===== src/hw/rtl/nlfsr_pkg.sv =====
// nlfsr_pkg: shared constants and types of the nlfsr period tester
// no dependencies; imported by the interfaces and every module of the block
`default_nettype none

package nlfsr_pkg;

   // register and function geometry
   localparam int REG_WIDTH = 16;
   localparam int NUM_VARS  = 7;
   localparam int TT_SIZE   = 1 << NUM_VARS;
   localparam int ANF_W     = 64;
   localparam int STAGE_W   = 3;

   // tap positions of the two runs
   localparam int TAP_MSB  = 15;
   localparam int TAP_A1   = 11;
   localparam int TAP_A2   = 2;
   localparam int TAP_A3   = 0;
   localparam int TAP_B1   = 13;
   localparam int TAP_B2   = 12;
   localparam int TAP_B3   = 10;

   // configuration registers
   localparam int CSR_IDX_W = 2;
   localparam logic [CSR_IDX_W-1:0] CSR_SEED_VALUE = 2'd0;
   localparam logic [CSR_IDX_W-1:0] CSR_MAX_STEPS  = 2'd1;
   localparam logic [REG_WIDTH-1:0] SEED_RESET = 16'd43767;
   localparam logic [REG_WIDTH-1:0] MAX_RESET  = 16'd65535;

   typedef logic [REG_WIDTH-1:0] word_type;
   typedef logic [TT_SIZE-1:0]   table_type;

   // command from the sequencer to the step unit
   typedef struct packed {
      logic start;
      logic tap_alt;
   } run_cmd_type;

   // end-of-run status from the step unit
   typedef struct packed {
      logic     done;
      logic     returned;
      word_type period;
   } run_stat_type;

endpackage

`default_nettype wire


===== src/hw/rtl/nlfsr_if.sv =====
// nlfsr_if: valid/ready channels of the nlfsr period tester
// depends on nlfsr_pkg for field widths
`default_nettype none

interface nlfsr_req_if import nlfsr_pkg::*; ();
   logic             valid;
   logic             ready;
   logic [ANF_W-1:0] anf_low;
   logic [ANF_W-1:0] anf_high;
   modport source (output valid, output anf_low, output anf_high, input ready);
   modport sink   (input valid, input anf_low, input anf_high, output ready);
endinterface

interface nlfsr_rsp_if import nlfsr_pkg::*; ();
   logic     valid;
   logic     ready;
   word_type first_period;
   logic     first_returned;
   logic     second_tried;
   word_type second_period;
   logic     second_returned;
   modport source (output valid, output first_period, output first_returned,
                   output second_tried, output second_period, output second_returned,
                   input ready);
   modport sink   (input valid, input first_period, input first_returned,
                   input second_tried, input second_period, input second_returned,
                   output ready);
endinterface

interface nlfsr_csr_if import nlfsr_pkg::*; ();
   logic                 valid;
   logic                 ready;
   logic [CSR_IDX_W-1:0] index;
   word_type             data;
   modport source (output valid, output index, output data, input ready);
   modport sink   (input valid, input index, input data, output ready);
endinterface

`default_nettype wire


===== src/hw/rtl/nlfsr_anf_xform.sv =====
// nlfsr_anf_xform: turns 128 anf coefficients into the truth table of f
// one butterfly stage of the binary moebius transform per cycle; uses nlfsr_pkg
`default_nettype none

module nlfsr_anf_xform import nlfsr_pkg::*; (
   input  wire logic             clock,
   input  wire logic             reset,
   input  wire logic             load,
   input  wire logic [ANF_W-1:0] anf_low,
   input  wire logic [ANF_W-1:0] anf_high,
   output logic                  done,
   output table_type             truth
);

   logic               busy_ff, busy_in;
   logic [STAGE_W-1:0] stage_ff, stage_in;
   table_type          tt_ff, tt_in;
   table_type          butterfly;
   logic               last_stage;

   assign last_stage = (stage_ff == STAGE_W'(NUM_VARS - 1));
   assign done       = busy_ff && last_stage;
   assign truth      = tt_ff;

   // one stage: entries with the stage bit set take the xor of their partner
   always_comb begin
      logic [NUM_VARS-1:0] mb;
      for (int m = 0; m < TT_SIZE; m++) begin
         mb = NUM_VARS'(m);
         butterfly[mb] = tt_ff[mb];
         for (int k = 0; k < NUM_VARS; k++) begin
            if (stage_ff == STAGE_W'(k) && mb[k]) begin
               butterfly[mb] = tt_ff[mb] ^ tt_ff[mb ^ NUM_VARS'(1 << k)];
            end
         end
      end
   end

   // stage sequencing
   always_comb begin
      busy_in  = busy_ff;
      stage_in = stage_ff;
      tt_in    = tt_ff;
      if (load) begin
         busy_in  = 1'b1;
         stage_in = '0;
         tt_in    = {anf_high, anf_low};
      end else if (busy_ff) begin
         tt_in    = butterfly;
         stage_in = stage_ff + STAGE_W'(1);
         if (last_stage) begin
            busy_in = 1'b0;
         end
      end
   end

   always_ff @(posedge clock) begin
      if (reset) begin
         busy_ff  <= 1'b0;
         stage_ff <= '0;
      end else begin
         busy_ff  <= busy_in;
         stage_ff <= stage_in;
      end
      tt_ff <= tt_in;
   end

endmodule

`default_nettype wire


===== src/hw/rtl/nlfsr_step_unit.sv =====
// nlfsr_step_unit: the shared shift-register step unit, one step per cycle
// counts steps until the seed recurs or the cap is hit; uses nlfsr_pkg
`default_nettype none

module nlfsr_step_unit import nlfsr_pkg::*; (
   input  wire logic        clock,
   input  wire logic        reset,
   input  wire run_cmd_type cmd,
   input  wire word_type    seed,
   input  wire word_type    cap,
   input  wire table_type   truth,
   output run_stat_type     stat
);

   logic     busy_ff, busy_in;
   logic     tap_ff, tap_in;
   word_type state_ff, state_in;
   word_type count_ff, count_in;
   logic     taps, fbit, hit, at_cap;
   word_type state_nxt;

   // feedback bit and next register value
   always_comb begin
      if (tap_ff) begin
         taps = state_ff[TAP_B1] ^ state_ff[TAP_B2] ^ state_ff[TAP_B3];
      end else begin
         taps = state_ff[TAP_A1] ^ state_ff[TAP_A2] ^ state_ff[TAP_A3];
      end
      fbit      = 1'b1 ^ state_ff[TAP_MSB] ^ taps ^ truth[state_ff[NUM_VARS-1:0]];
      state_nxt = {state_ff[REG_WIDTH-2:0], fbit};
   end

   assign hit    = (state_nxt == seed);
   assign at_cap = (count_ff == cap);

   assign stat.done     = busy_ff && (hit || at_cap);
   assign stat.returned = hit;
   assign stat.period   = count_ff;

   // run control
   always_comb begin
      busy_in  = busy_ff;
      tap_in   = tap_ff;
      state_in = state_ff;
      count_in = count_ff;
      if (cmd.start) begin
         busy_in  = 1'b1;
         tap_in   = cmd.tap_alt;
         state_in = seed;
         count_in = word_type'(1);
      end else if (busy_ff) begin
         if (hit || at_cap) begin
            busy_in = 1'b0;
         end else begin
            state_in = state_nxt;
            count_in = count_ff + word_type'(1);
         end
      end
   end

   always_ff @(posedge clock) begin
      if (reset) begin
         busy_ff <= 1'b0;
      end else begin
         busy_ff <= busy_in;
      end
      tap_ff   <= tap_in;
      state_ff <= state_in;
      count_ff <= count_in;
   end

endmodule

`default_nettype wire


===== src/hw/rtl/nlfsr_period_tester.sv =====
// nlfsr_period_tester: top level, sequencer, configuration registers, result register
// depends on nlfsr_pkg, nlfsr_if, nlfsr_anf_xform and nlfsr_step_unit
//
// Takes one function (128 anf coefficients) at a time. A transfer on req is
// followed by the truth-table transform, then the first run of the
// 16-bit register at one step per cycle (P1 steps, P1 = period found or the
// cap max_steps), then, only when P1 equals the cap, a second run of P2 steps,
// then the load of the result register. The single step unit serves both runs
// one after the other. req is not ready while an item is in work; a finished
// result waits in its own register, so the next item can be taken before the
// result is transferred. An item that finishes while that register is still
// full holds in its finish state until the result is transferred. A max_steps
// of 0 acts as 1. Configuration is read live during a run, so the user must
// write csr only while no item is in work and no result is waiting; the block
// itself does not enforce it. seed_value resets to 43767, max_steps to 65535.
`default_nettype none

module nlfsr_period_tester import nlfsr_pkg::*; (
   input  wire logic   clock,
   input  wire logic   reset,
   nlfsr_req_if.sink   req_ch,
   nlfsr_rsp_if.source rsp_ch,
   nlfsr_csr_if.sink   csr_ch
);

   localparam logic [2:0] ST_IDLE   = 3'd0;
   localparam logic [2:0] ST_XFORM  = 3'd1;
   localparam logic [2:0] ST_RUN1   = 3'd2;
   localparam logic [2:0] ST_RUN2   = 3'd3;
   localparam logic [2:0] ST_FINISH = 3'd4;

   logic [2:0]   state_ff, state_in;
   word_type     seed_ff, seed_in;
   word_type     max_ff, max_in;
   word_type     cap;
   logic         xf_load, xf_done;
   table_type    truth;
   run_cmd_type  run_cmd;
   run_stat_type run_stat;

   // per-item results
   word_type p1_ff, p1_in, p2_ff, p2_in;
   logic     r1_ff, r1_in, r2_ff, r2_in, tried_ff, tried_in;

   // result register
   logic     rsp_valid_ff, rsp_valid_in;
   word_type rsp_p1_ff, rsp_p1_in, rsp_p2_ff, rsp_p2_in;
   logic     rsp_r1_ff, rsp_r1_in, rsp_r2_ff, rsp_r2_in, rsp_tr_ff, rsp_tr_in;
   logic     rsp_free;

   assign cap = (max_ff == '0) ? word_type'(1) : max_ff;

   // configuration writes
   assign csr_ch.ready = 1'b1;
   always_comb begin
      seed_in = seed_ff;
      max_in  = max_ff;
      if (csr_ch.valid) begin
         case (csr_ch.index)
            CSR_SEED_VALUE: seed_in = csr_ch.data;
            CSR_MAX_STEPS:  max_in  = csr_ch.data;
            default: ;
         endcase
      end
   end

   assign req_ch.ready = (state_ff == ST_IDLE);
   assign xf_load      = req_ch.valid && (state_ff == ST_IDLE);
   assign rsp_free     = !rsp_valid_ff || rsp_ch.ready;

   nlfsr_anf_xform u_xform (
      .clock    (clock),
      .reset    (reset),
      .load     (xf_load),
      .anf_low  (req_ch.anf_low),
      .anf_high (req_ch.anf_high),
      .done     (xf_done),
      .truth    (truth)
   );

   nlfsr_step_unit u_step (
      .clock (clock),
      .reset (reset),
      .cmd   (run_cmd),
      .seed  (seed_ff),
      .cap   (cap),
      .truth (truth),
      .stat  (run_stat)
   );

   // sequencer
   always_comb begin
      state_in         = state_ff;
      run_cmd.start    = 1'b0;
      run_cmd.tap_alt  = 1'b0;
      p1_in            = p1_ff;
      r1_in            = r1_ff;
      tried_in         = tried_ff;
      p2_in            = p2_ff;
      r2_in            = r2_ff;
      rsp_valid_in     = rsp_valid_ff && !rsp_ch.ready;
      rsp_p1_in        = rsp_p1_ff;
      rsp_r1_in        = rsp_r1_ff;
      rsp_tr_in        = rsp_tr_ff;
      rsp_p2_in        = rsp_p2_ff;
      rsp_r2_in        = rsp_r2_ff;
      case (state_ff)
         ST_IDLE: begin
            if (req_ch.valid) begin
               state_in = ST_XFORM;
            end
         end
         ST_XFORM: begin
            if (xf_done) begin
               run_cmd.start = 1'b1;
               state_in      = ST_RUN1;
            end
         end
         ST_RUN1: begin
            if (run_stat.done) begin
               p1_in    = run_stat.period;
               r1_in    = run_stat.returned;
               tried_in = (run_stat.period == cap);
               p2_in    = '0;
               r2_in    = 1'b0;
               if (run_stat.period == cap) begin
                  run_cmd.start   = 1'b1;
                  run_cmd.tap_alt = 1'b1;
                  state_in        = ST_RUN2;
               end else begin
                  state_in = ST_FINISH;
               end
            end
         end
         ST_RUN2: begin
            if (run_stat.done) begin
               p2_in    = run_stat.period;
               r2_in    = run_stat.returned;
               state_in = ST_FINISH;
            end
         end
         ST_FINISH: begin
            if (rsp_free) begin
               rsp_valid_in = 1'b1;
               rsp_p1_in    = p1_ff;
               rsp_r1_in    = r1_ff;
               rsp_tr_in    = tried_ff;
               rsp_p2_in    = p2_ff;
               rsp_r2_in    = r2_ff;
               state_in     = ST_IDLE;
            end
         end
         default: begin
            state_in = ST_IDLE;
         end
      endcase
   end

   always_ff @(posedge clock) begin
      if (reset) begin
         state_ff     <= ST_IDLE;
         seed_ff      <= SEED_RESET;
         max_ff       <= MAX_RESET;
         rsp_valid_ff <= 1'b0;
      end else begin
         state_ff     <= state_in;
         seed_ff      <= seed_in;
         max_ff       <= max_in;
         rsp_valid_ff <= rsp_valid_in;
      end
      p1_ff     <= p1_in;
      r1_ff     <= r1_in;
      tried_ff  <= tried_in;
      p2_ff     <= p2_in;
      r2_ff     <= r2_in;
      rsp_p1_ff <= rsp_p1_in;
      rsp_r1_ff <= rsp_r1_in;
      rsp_tr_ff <= rsp_tr_in;
      rsp_p2_ff <= rsp_p2_in;
      rsp_r2_ff <= rsp_r2_in;
   end

   // result channel
   assign rsp_ch.valid           = rsp_valid_ff;
   assign rsp_ch.first_period    = rsp_p1_ff;
   assign rsp_ch.first_returned  = rsp_r1_ff;
   assign rsp_ch.second_tried    = rsp_tr_ff;
   assign rsp_ch.second_period   = rsp_p2_ff;
   assign rsp_ch.second_returned = rsp_r2_ff;

endmodule

`default_nettype wire


===== src/flat_wrapper.sv =====
// flat-port wrapper written by rule: the top's interface ports become plain ports
module nlfsr_period_tester_flat import nlfsr_pkg::*;
  (clock, reset, req_ch_valid, req_ch_anf_low, req_ch_anf_high, req_ch_ready, rsp_ch_valid, rsp_ch_first_period, rsp_ch_first_returned, rsp_ch_second_tried, rsp_ch_second_period, rsp_ch_second_returned, rsp_ch_ready, csr_ch_valid, csr_ch_index, csr_ch_data, csr_ch_ready);
  nlfsr_req_if req_ch_i ();
  nlfsr_rsp_if rsp_ch_i ();
  nlfsr_csr_if csr_ch_i ();
  input  wire logic clock;
  input  wire logic reset;
  input wire logic [$bits(req_ch_i.valid)-1:0] req_ch_valid;
  input wire logic [$bits(req_ch_i.anf_low)-1:0] req_ch_anf_low;
  input wire logic [$bits(req_ch_i.anf_high)-1:0] req_ch_anf_high;
  output wire logic [$bits(req_ch_i.ready)-1:0] req_ch_ready;
  output wire logic [$bits(rsp_ch_i.valid)-1:0] rsp_ch_valid;
  output wire logic [$bits(rsp_ch_i.first_period)-1:0] rsp_ch_first_period;
  output wire logic [$bits(rsp_ch_i.first_returned)-1:0] rsp_ch_first_returned;
  output wire logic [$bits(rsp_ch_i.second_tried)-1:0] rsp_ch_second_tried;
  output wire logic [$bits(rsp_ch_i.second_period)-1:0] rsp_ch_second_period;
  output wire logic [$bits(rsp_ch_i.second_returned)-1:0] rsp_ch_second_returned;
  input wire logic [$bits(rsp_ch_i.ready)-1:0] rsp_ch_ready;
  input wire logic [$bits(csr_ch_i.valid)-1:0] csr_ch_valid;
  input wire logic [$bits(csr_ch_i.index)-1:0] csr_ch_index;
  input wire logic [$bits(csr_ch_i.data)-1:0] csr_ch_data;
  output wire logic [$bits(csr_ch_i.ready)-1:0] csr_ch_ready;
  assign req_ch_i.valid = req_ch_valid;
  assign req_ch_i.anf_low = req_ch_anf_low;
  assign req_ch_i.anf_high = req_ch_anf_high;
  assign req_ch_ready = req_ch_i.ready;
  assign rsp_ch_valid = rsp_ch_i.valid;
  assign rsp_ch_first_period = rsp_ch_i.first_period;
  assign rsp_ch_first_returned = rsp_ch_i.first_returned;
  assign rsp_ch_second_tried = rsp_ch_i.second_tried;
  assign rsp_ch_second_period = rsp_ch_i.second_period;
  assign rsp_ch_second_returned = rsp_ch_i.second_returned;
  assign rsp_ch_i.ready = rsp_ch_ready;
  assign csr_ch_i.valid = csr_ch_valid;
  assign csr_ch_i.index = csr_ch_index;
  assign csr_ch_i.data = csr_ch_data;
  assign csr_ch_ready = csr_ch_i.ready;
  nlfsr_period_tester u_core (.clock(clock), .reset(reset), .req_ch(req_ch_i), .rsp_ch(rsp_ch_i), .csr_ch(csr_ch_i));
endmodule

===== config.mk =====
export PLATFORM = sky130hd
export DESIGN_NAME = nlfsr_period_tester_flat
export DESIGN_NICKNAME = d
export VERILOG_FILES = /design/src/hw/rtl/nlfsr_pkg.sv /design/src/hw/rtl/nlfsr_if.sv /design/src/hw/rtl/nlfsr_anf_xform.sv /design/src/hw/rtl/nlfsr_step_unit.sv /design/src/hw/rtl/nlfsr_period_tester.sv /design/src/flat_wrapper.sv
export SDC_FILE = /design/constraint.sdc
export NUM_CORES = 1
export LEC_CHECK = 0
export BUFFER_PORTS_ARGS = -buffer_cell sky130_fd_sc_hd__buf_2
export CAP_MARGIN = 20
export CORE_MARGIN = 2
export CORE_UTILIZATION = 35
export CTS_BUF_LIST = sky130_fd_sc_hd__clkbuf_8
export DETAILED_ROUTE_END_ITERATION = 7
export GPL_ROUTABILITY_DRIVEN = 0
export GPL_TIMING_DRIVEN = 0
export PLACE_DENSITY = 0.51
export SYNTH_ARGS = -nofsm -noshare
export SYNTH_HDL_FRONTEND = slang
export SYNTH_SLANG_ARGS = --single-unit

===== constraint.sdc =====
create_clock -name clock -period 8 [get_ports clock]
set_clock_uncertainty 0.05 [all_clocks]
set_input_delay 0.4 -clock clock [delete_from_list [all_inputs] [get_ports clock]]
set_output_delay 0.4 -clock clock [all_outputs]
set_load 0.005 [all_outputs]

# Yosys cells after proc, flatten, opt, wreduce, memory -nomap -nowiden
# Index checks and enable logic that the tools add are counted.
[totals] reg_bits=272 inputBits=151 output_inout_bits=38 elab_cells=1386
[op_classes] n_addsub=2 n_lt_le_gt_ge=1 eq_ne=19 mux=482 bitwise=456 n_reduce_logical=278
[ops] op="two-way mux 1 bit" count=461
[ops] op="bitwise XOR 1 bit" count=454
[ops] op="AND reduction 2 bit" count=133
[ops] op="two-way mux 128 bit" count=2
[ops] op="nonzero test 5 bit" count=35
[ops] op="nonzero test 4 bit" count=35
[ops] op="nonzero test 6 bit" count=21
[ops] op="two-way mux 16 bit" count=6
[ops] op="nonzero test 3 bit" count=21
[ops] op="nonzero test 7 bit" count=7
[ops] op="== test 16 bit" count=2
[ops] op="case mux 16 bit (2 select lines)" count=1
[ops] op="nonzero test 2 bit" count=10
[ops] op="two-way mux 3 bit" count=6
[ops] op="adder 16 x 1 -> 16 bit (second input constant)" count=1
[ops] op="zero test 16 bit" count=1
[ops] op="case mux 3 bit (5 select lines)" count=1
[ops] op="== test 3 x 2 -> 1 bit (second input constant)" count=4
[ops] op="== test 3 bit (second input constant)" count=4
[ops] op="< comparator 7 x 8 -> 1 bit (second input constant)" count=1
[ops] op="!= test 2 x 1 -> 1 bit (second input constant)" count=4
[ops] op="nonzero test 8 bit" count=1
[ops] op="binary-select mux 1 bit (select 7 bit)" count=1
[ops] op="== test 3 x 1 -> 1 bit (second input constant)" count=2
[ops] op="14 further kinds" count=24

# Depth between registers and ports, before layout
[depth] ltp_word=12 ltp_mapped=15 depth_no_buf=11

# Modules after synthesis
# From an unflattened synthesis, not the netlist that was laid out.
[hier_totals] cells_unflattened=1911 hier_area_um2=18189.9
[by_module_without_submodules] module="nlfsr_anf_xform" instances=1 cells_per_inst=1307 area_each_um2=10951.8 seq_area_each_um2=3923.8
[by_module_without_submodules] module="nlfsr_period_tester" instances=1 cells_per_inst=296 area_each_um2=4012.6 seq_area_each_um2=2822.7
[by_module_without_submodules] module="nlfsr_step_unit" instances=1 cells_per_inst=308 area_each_um2=3225.6 seq_area_each_um2=850.8

# Worst setup path before layout
# OpenSTA, ideal clock, no wires.
[synth_path] path_kind="register to register" from="register u_core.u_step.state_ff[0]" to="register u_core.p1_ff[0] (enable)" setup_time_ns=0.416 t_arrival_ns=3.613 required_time_ns=7.534 setup_slack_ns=3.922 path_stages_with_launch=13 path_buffers=3 period_less_slack_ns=4.078 cell_sequence="edfxtp_1 > buf_6 > buf_12 > mux2i_1 > mux4_2 > a211oi_2 > o311ai_1 > and4_1 > buf_6 > xor2_1 > nor2_1 > nor2_1 > nor3_1"
[synth_rtl] element="from (decl)" line="nlfsr_step_unit.sv:17" source="word_type state_ff, state_in;"
[synth_rtl] element="from (signal assigned)" line="nlfsr_step_unit.sv:68" source="state_ff <= state_in;"
[synth_rtl] element="to (signal assigned)" line="nlfsr_period_tester.sv:171" source="p1_ff <= p1_in;"
[synth_rtl] element="to (decl)" line="nlfsr_period_tester.sv:42" source="word_type p1_ff, p1_in, p2_ff, p2_in;"

# Worst setup path in the final report
[layout_path] from="register u_core.state_ff[0]" to="register u_core.u_xform.tt_ff[87], in the netlist u_core.u_xform.truth[87] (enable)"
[layout_via] elab_chain_cells=4 word_cells_on_any_way=5 cone_classes="reduce/logical (5)"
[layout_lines] element="from (decl)" line="nlfsr_period_tester.sv:32" source="logic [2:0] state_ff, state_in;"
[layout_lines] element="from (signal assigned)" line="nlfsr_period_tester.sv:166" source="state_ff <= state_in;"
[layout_lines] element="zero test 3 bit *" line="nlfsr_period_tester.sv:68" source="assign xf_load = req_ch.valid && (state_ff == ST_IDLE);"
[layout_lines] element="logical AND 1 bit *" line="nlfsr_period_tester.sv:68"
[layout_lines] element="nonzero test 6 bit (no line) or nonzero test 2 bit (tied branches)"
[layout_lines] element="AND reduction 2 bit (no line) *"
[layout_lines] element="to (signal assigned)" line="nlfsr_anf_xform.sv:65" source="tt_ff <= tt_in;"
[layout_lines] element="to (decl)" line="nlfsr_anf_xform.sv:17" source="table_type tt_ff, tt_in;"
# Every way passes the cells marked *; elsewhere a longest branch is shown, timed or not.
# A chain may end at the register's enable or synchronous reset.

==> metrics.yaml <==
antenna_found_initial: 1
via_per_inst: 5.989
numCtsBuffers: 49
violations: "negative hold slack"
die_height_um: 225.0
post_drt_wl_per_cell_um: 27.37
clk_latency_ps: 700
finalSetupViolCount: 0
htree_num_levels: 2
ant_nets: 0
port_buffers: 187
async_reset_ff_frac: 0
fmax_mhz: 182.1
clk_path_buf_depth: 3
cts.repair.resized: 0
cap_viol_max_count: 0
yosys.cell_types.count: 61
p_leak_nw: 7.870
rsz0062_at_grt: "no"
worst_ep_required_time_ps: 8340
postSynthNetCount: 2091
vias: 17460
drc: 0
hold-worst-slack_ps: -9.210
r2r_setup_slack_ps: 2510
hold_viol_final: 1
area_growth_pct: 20.76
grt_max_degree: 36
reg2reg_to: "u_core.u_xform.truth[87]"
status: "complete, but fails checks"
post_cts_buffers: 0
wirelength_um: 79820
dr.pass1.iters: 6
post-dp-hpwl_um: 58550
p_per_area_mw_per_mm2: 254.7
ys_seq_area_frac: 0.4446
crit_start: "u_core.state_ff[0]"
num_rows: 80
io_pins: 189
grt_pass1_vias: 16720
netlist_instances: 1931
placed_area_mm2: 0.01886
die_w_um: 225.0
drive_gt1_frac: 0.1319
ir_worst_vdd_uv: 111.7
fin_crit_sh: 0.6865
slew_headroom: 0.2316
drt-initial-drc-count: 2723
hold_path.class: "in -> reg"
slew_viol_final: 0
grt_pass1_wl_um: 113100
ys_warn_count: 0
fin_area_mm2: 0.02063
worst_ep_arrival_time_ps: 5840
netlist_area_mm2: 0.01709
initial_core_util: 0.3564
core_area_mm2: 0.04795
cts-root-buf: "clkbuf_8"
worst_pin_slew_ps: 1153
cp_max_fo: 10
endpoint_kind: "flip-flop"
worstSetupStartpointType: "flip-flop"
fin_crit_ps: 5492
reg2reg_depth: 12
tns_ps: 0
ys_ff_latch: 272
crit_path_end: "u_core.u_xform.truth[87]"
num-nets-final: 2417
die-area_mm2: 0.05060
cts_sinks: 272
grt.total_usage: 0.3117
syn_area_per_cell_um2: 8.848
ys.flop_type: "edfxtp_1"
clkTransAtPathRegs_ps: 60
synth-edff-count: 215
crit_type: "reg -> reg"
r2r-start: "u_core.state_ff[0]"
grt_overflow_total: 0
cts_tree: "done"
[worst min-delay path by stage]
stage | start | endpoint | slack (ps) | depth (start not counted)
final | req_ch_anf_low[37] | u_core.u_xform.truth[37] | -9 | 3
after floorplan | u_core.p1_ff[0] | u_core.rsp_ch.first_period[0] | 350 | 0
after global placement | u_core.p1_ff[11] | u_core.rsp_ch.first_period[11] | 350 | 0
after global routing | req_ch_anf_low[37] | u_core.u_xform.truth[37] | 4 | 3
after CTS | req_ch_anf_high[31] | u_core.u_xform.truth[95] | 0.5 | 3
after detailed placement | u_core.p1_ff[13] | u_core.rsp_ch.first_period[13] | 350 | 0
[repair_timing]
item | CTS | global route
endpoints found under the setup margin | 0 | 0
hold buffers | 82 | 0
hold endpoints to repair | 100 | 0
[state kept, by name (all words and copies together) (netlist names), 3 cells and up]
signal	cells
u_core.p1_ff	16
u_core.u_step.count_ff	16
u_core.max_ff	16
u_core.state_ff	3
u_core.u_step.state_ff	16
u_core.seed_ff	16
u_core.p2_ff	16
u_core.rsp_ch.first_period	16
u_core.u_xform.stage_ff	3
u_core.u_xform.truth	128
u_core.rsp_ch.second_period	16
[critical path: stages, from the launching register on]
cell and delay (ps):
dfxtp_1 300, clkbuf_1 320, nor3_1 180, nand2_1 130, clkbuf_1 650, inv_1 160
clkbuf_1 460, a21oi_2 920, inv_1 290, a21oi_1 960, inv_1 190, a21oi_1 490
nand2_1 130
[synth_stat cells (3+ instances only)]
library cell	n	area, um2
nand2_1	390	1464
xor2_1	103	902.1
a31oi_1	12	75.07
inv_1	30	112.6
a221oi_1	7	61.31
nor2_1	148	555.5
buf_6	8	90.09
a22oi_1	6	45.04
dfxtp_1	57	1141
nand4_1	7	43.79
clkbuf_1	124	465.5
a211oi_1	22	165.2
o221ai_1	4	35.03
nand3_1	64	320.3
o22ai_1	14	87.58
edfxtp_1	215	6456
o21ai_0	140	700.7
a311oi_1	20	175.2
and3_1	27	168.9
mux2_2	3	33.78
a41oi_1	3	26.28
mux2i_1	71	710.7
xnor2_1	67	586.8
o31ai_1	3	22.52
o311ai_0	6	52.55
nor4_1	10	62.56
buf_1	25	93.84
mux4_2	21	473.0
or3_1	3	18.77
nand2b_1	8	50.05
mux4_1	3	78.83
a21oi_1	200	1001
and2_1	16	100.1
ha_1	9	112.6
nor3_1	29	145.1
o211ai_1	5	37.54
nor2b_1	23	143.9
[cells in the final DEF (no fill, tap or decap), drive strengths merged, types with 45 or more instances in the layout]
master	n
inv	45
xnor2	67
o21ai	142
buf	229
dlygate4sd3	82
edfxtp	215
nand2	390
dfxtp	57
xor2	103
nand3	64
clkbuf	174
a21oi	200
nor2	148
mux2i	71
[area by class of cell]
type / count / area, um2
inverters: 31 / 116.4
fillers: 4900 / 27310
clock buffers: 49 / 674.4
repair buffers: 275 / 1818
clock inverters: 43 / 264.0
plain buffers: 161 / 686.9
diodes: 3 / 7.507
multi-input cells: 1467 / 8700
well taps: 615 / 769.5
flip-flops and latches: 272 / 7597
[layer usage]
metal | up-vias | part of all wire | track usage
li1 | 7495 | - | -
met1 | 8244 | 0.37 | 0.3777
met2 | 1301 | 0.43 | 0.4696
met3 | 422 | 0.12 | 0.09974
met4 | 2 | 0.087 | 0.2188
met5 | - | 0.00016 | 0.001955
[stage by stage]
step	hold WS, ps	setup WS (ps)	instances	power (mW)	utilization
6_report	-9.210	2508	2916	5.256	0.4304
2_1_floorplan	350.3	3922	1931	3.086	-
5_1_grt	3.840	2549	2913	5.422	0.4302
3_3_place_gp	353.1	2425	2733	3.788	0.3919
3_5_place_dp	354.5	3069	2738	3.808	0.3933
4_1_cts	0.4642	3020	2912	5.152	0.4300
[report_power, final]
part           switching [mW]  internal, mW  leakage [nW]
logic                   0.944         0.618          5.02
registers               0.527          1.86          2.31
clock network           0.657         0.649         0.534
[cell families after synthesis]
kind of cell,share of synthesized area
simple gates,0.1845
compound gates,0.1506
flops,0.4446
buf+inv,0.04701
xor+xnor,0.08978
mux,0.07674
fa+ha+maj,0.006591
other cells,0.0002195
(Power assumes the default switching activity.)
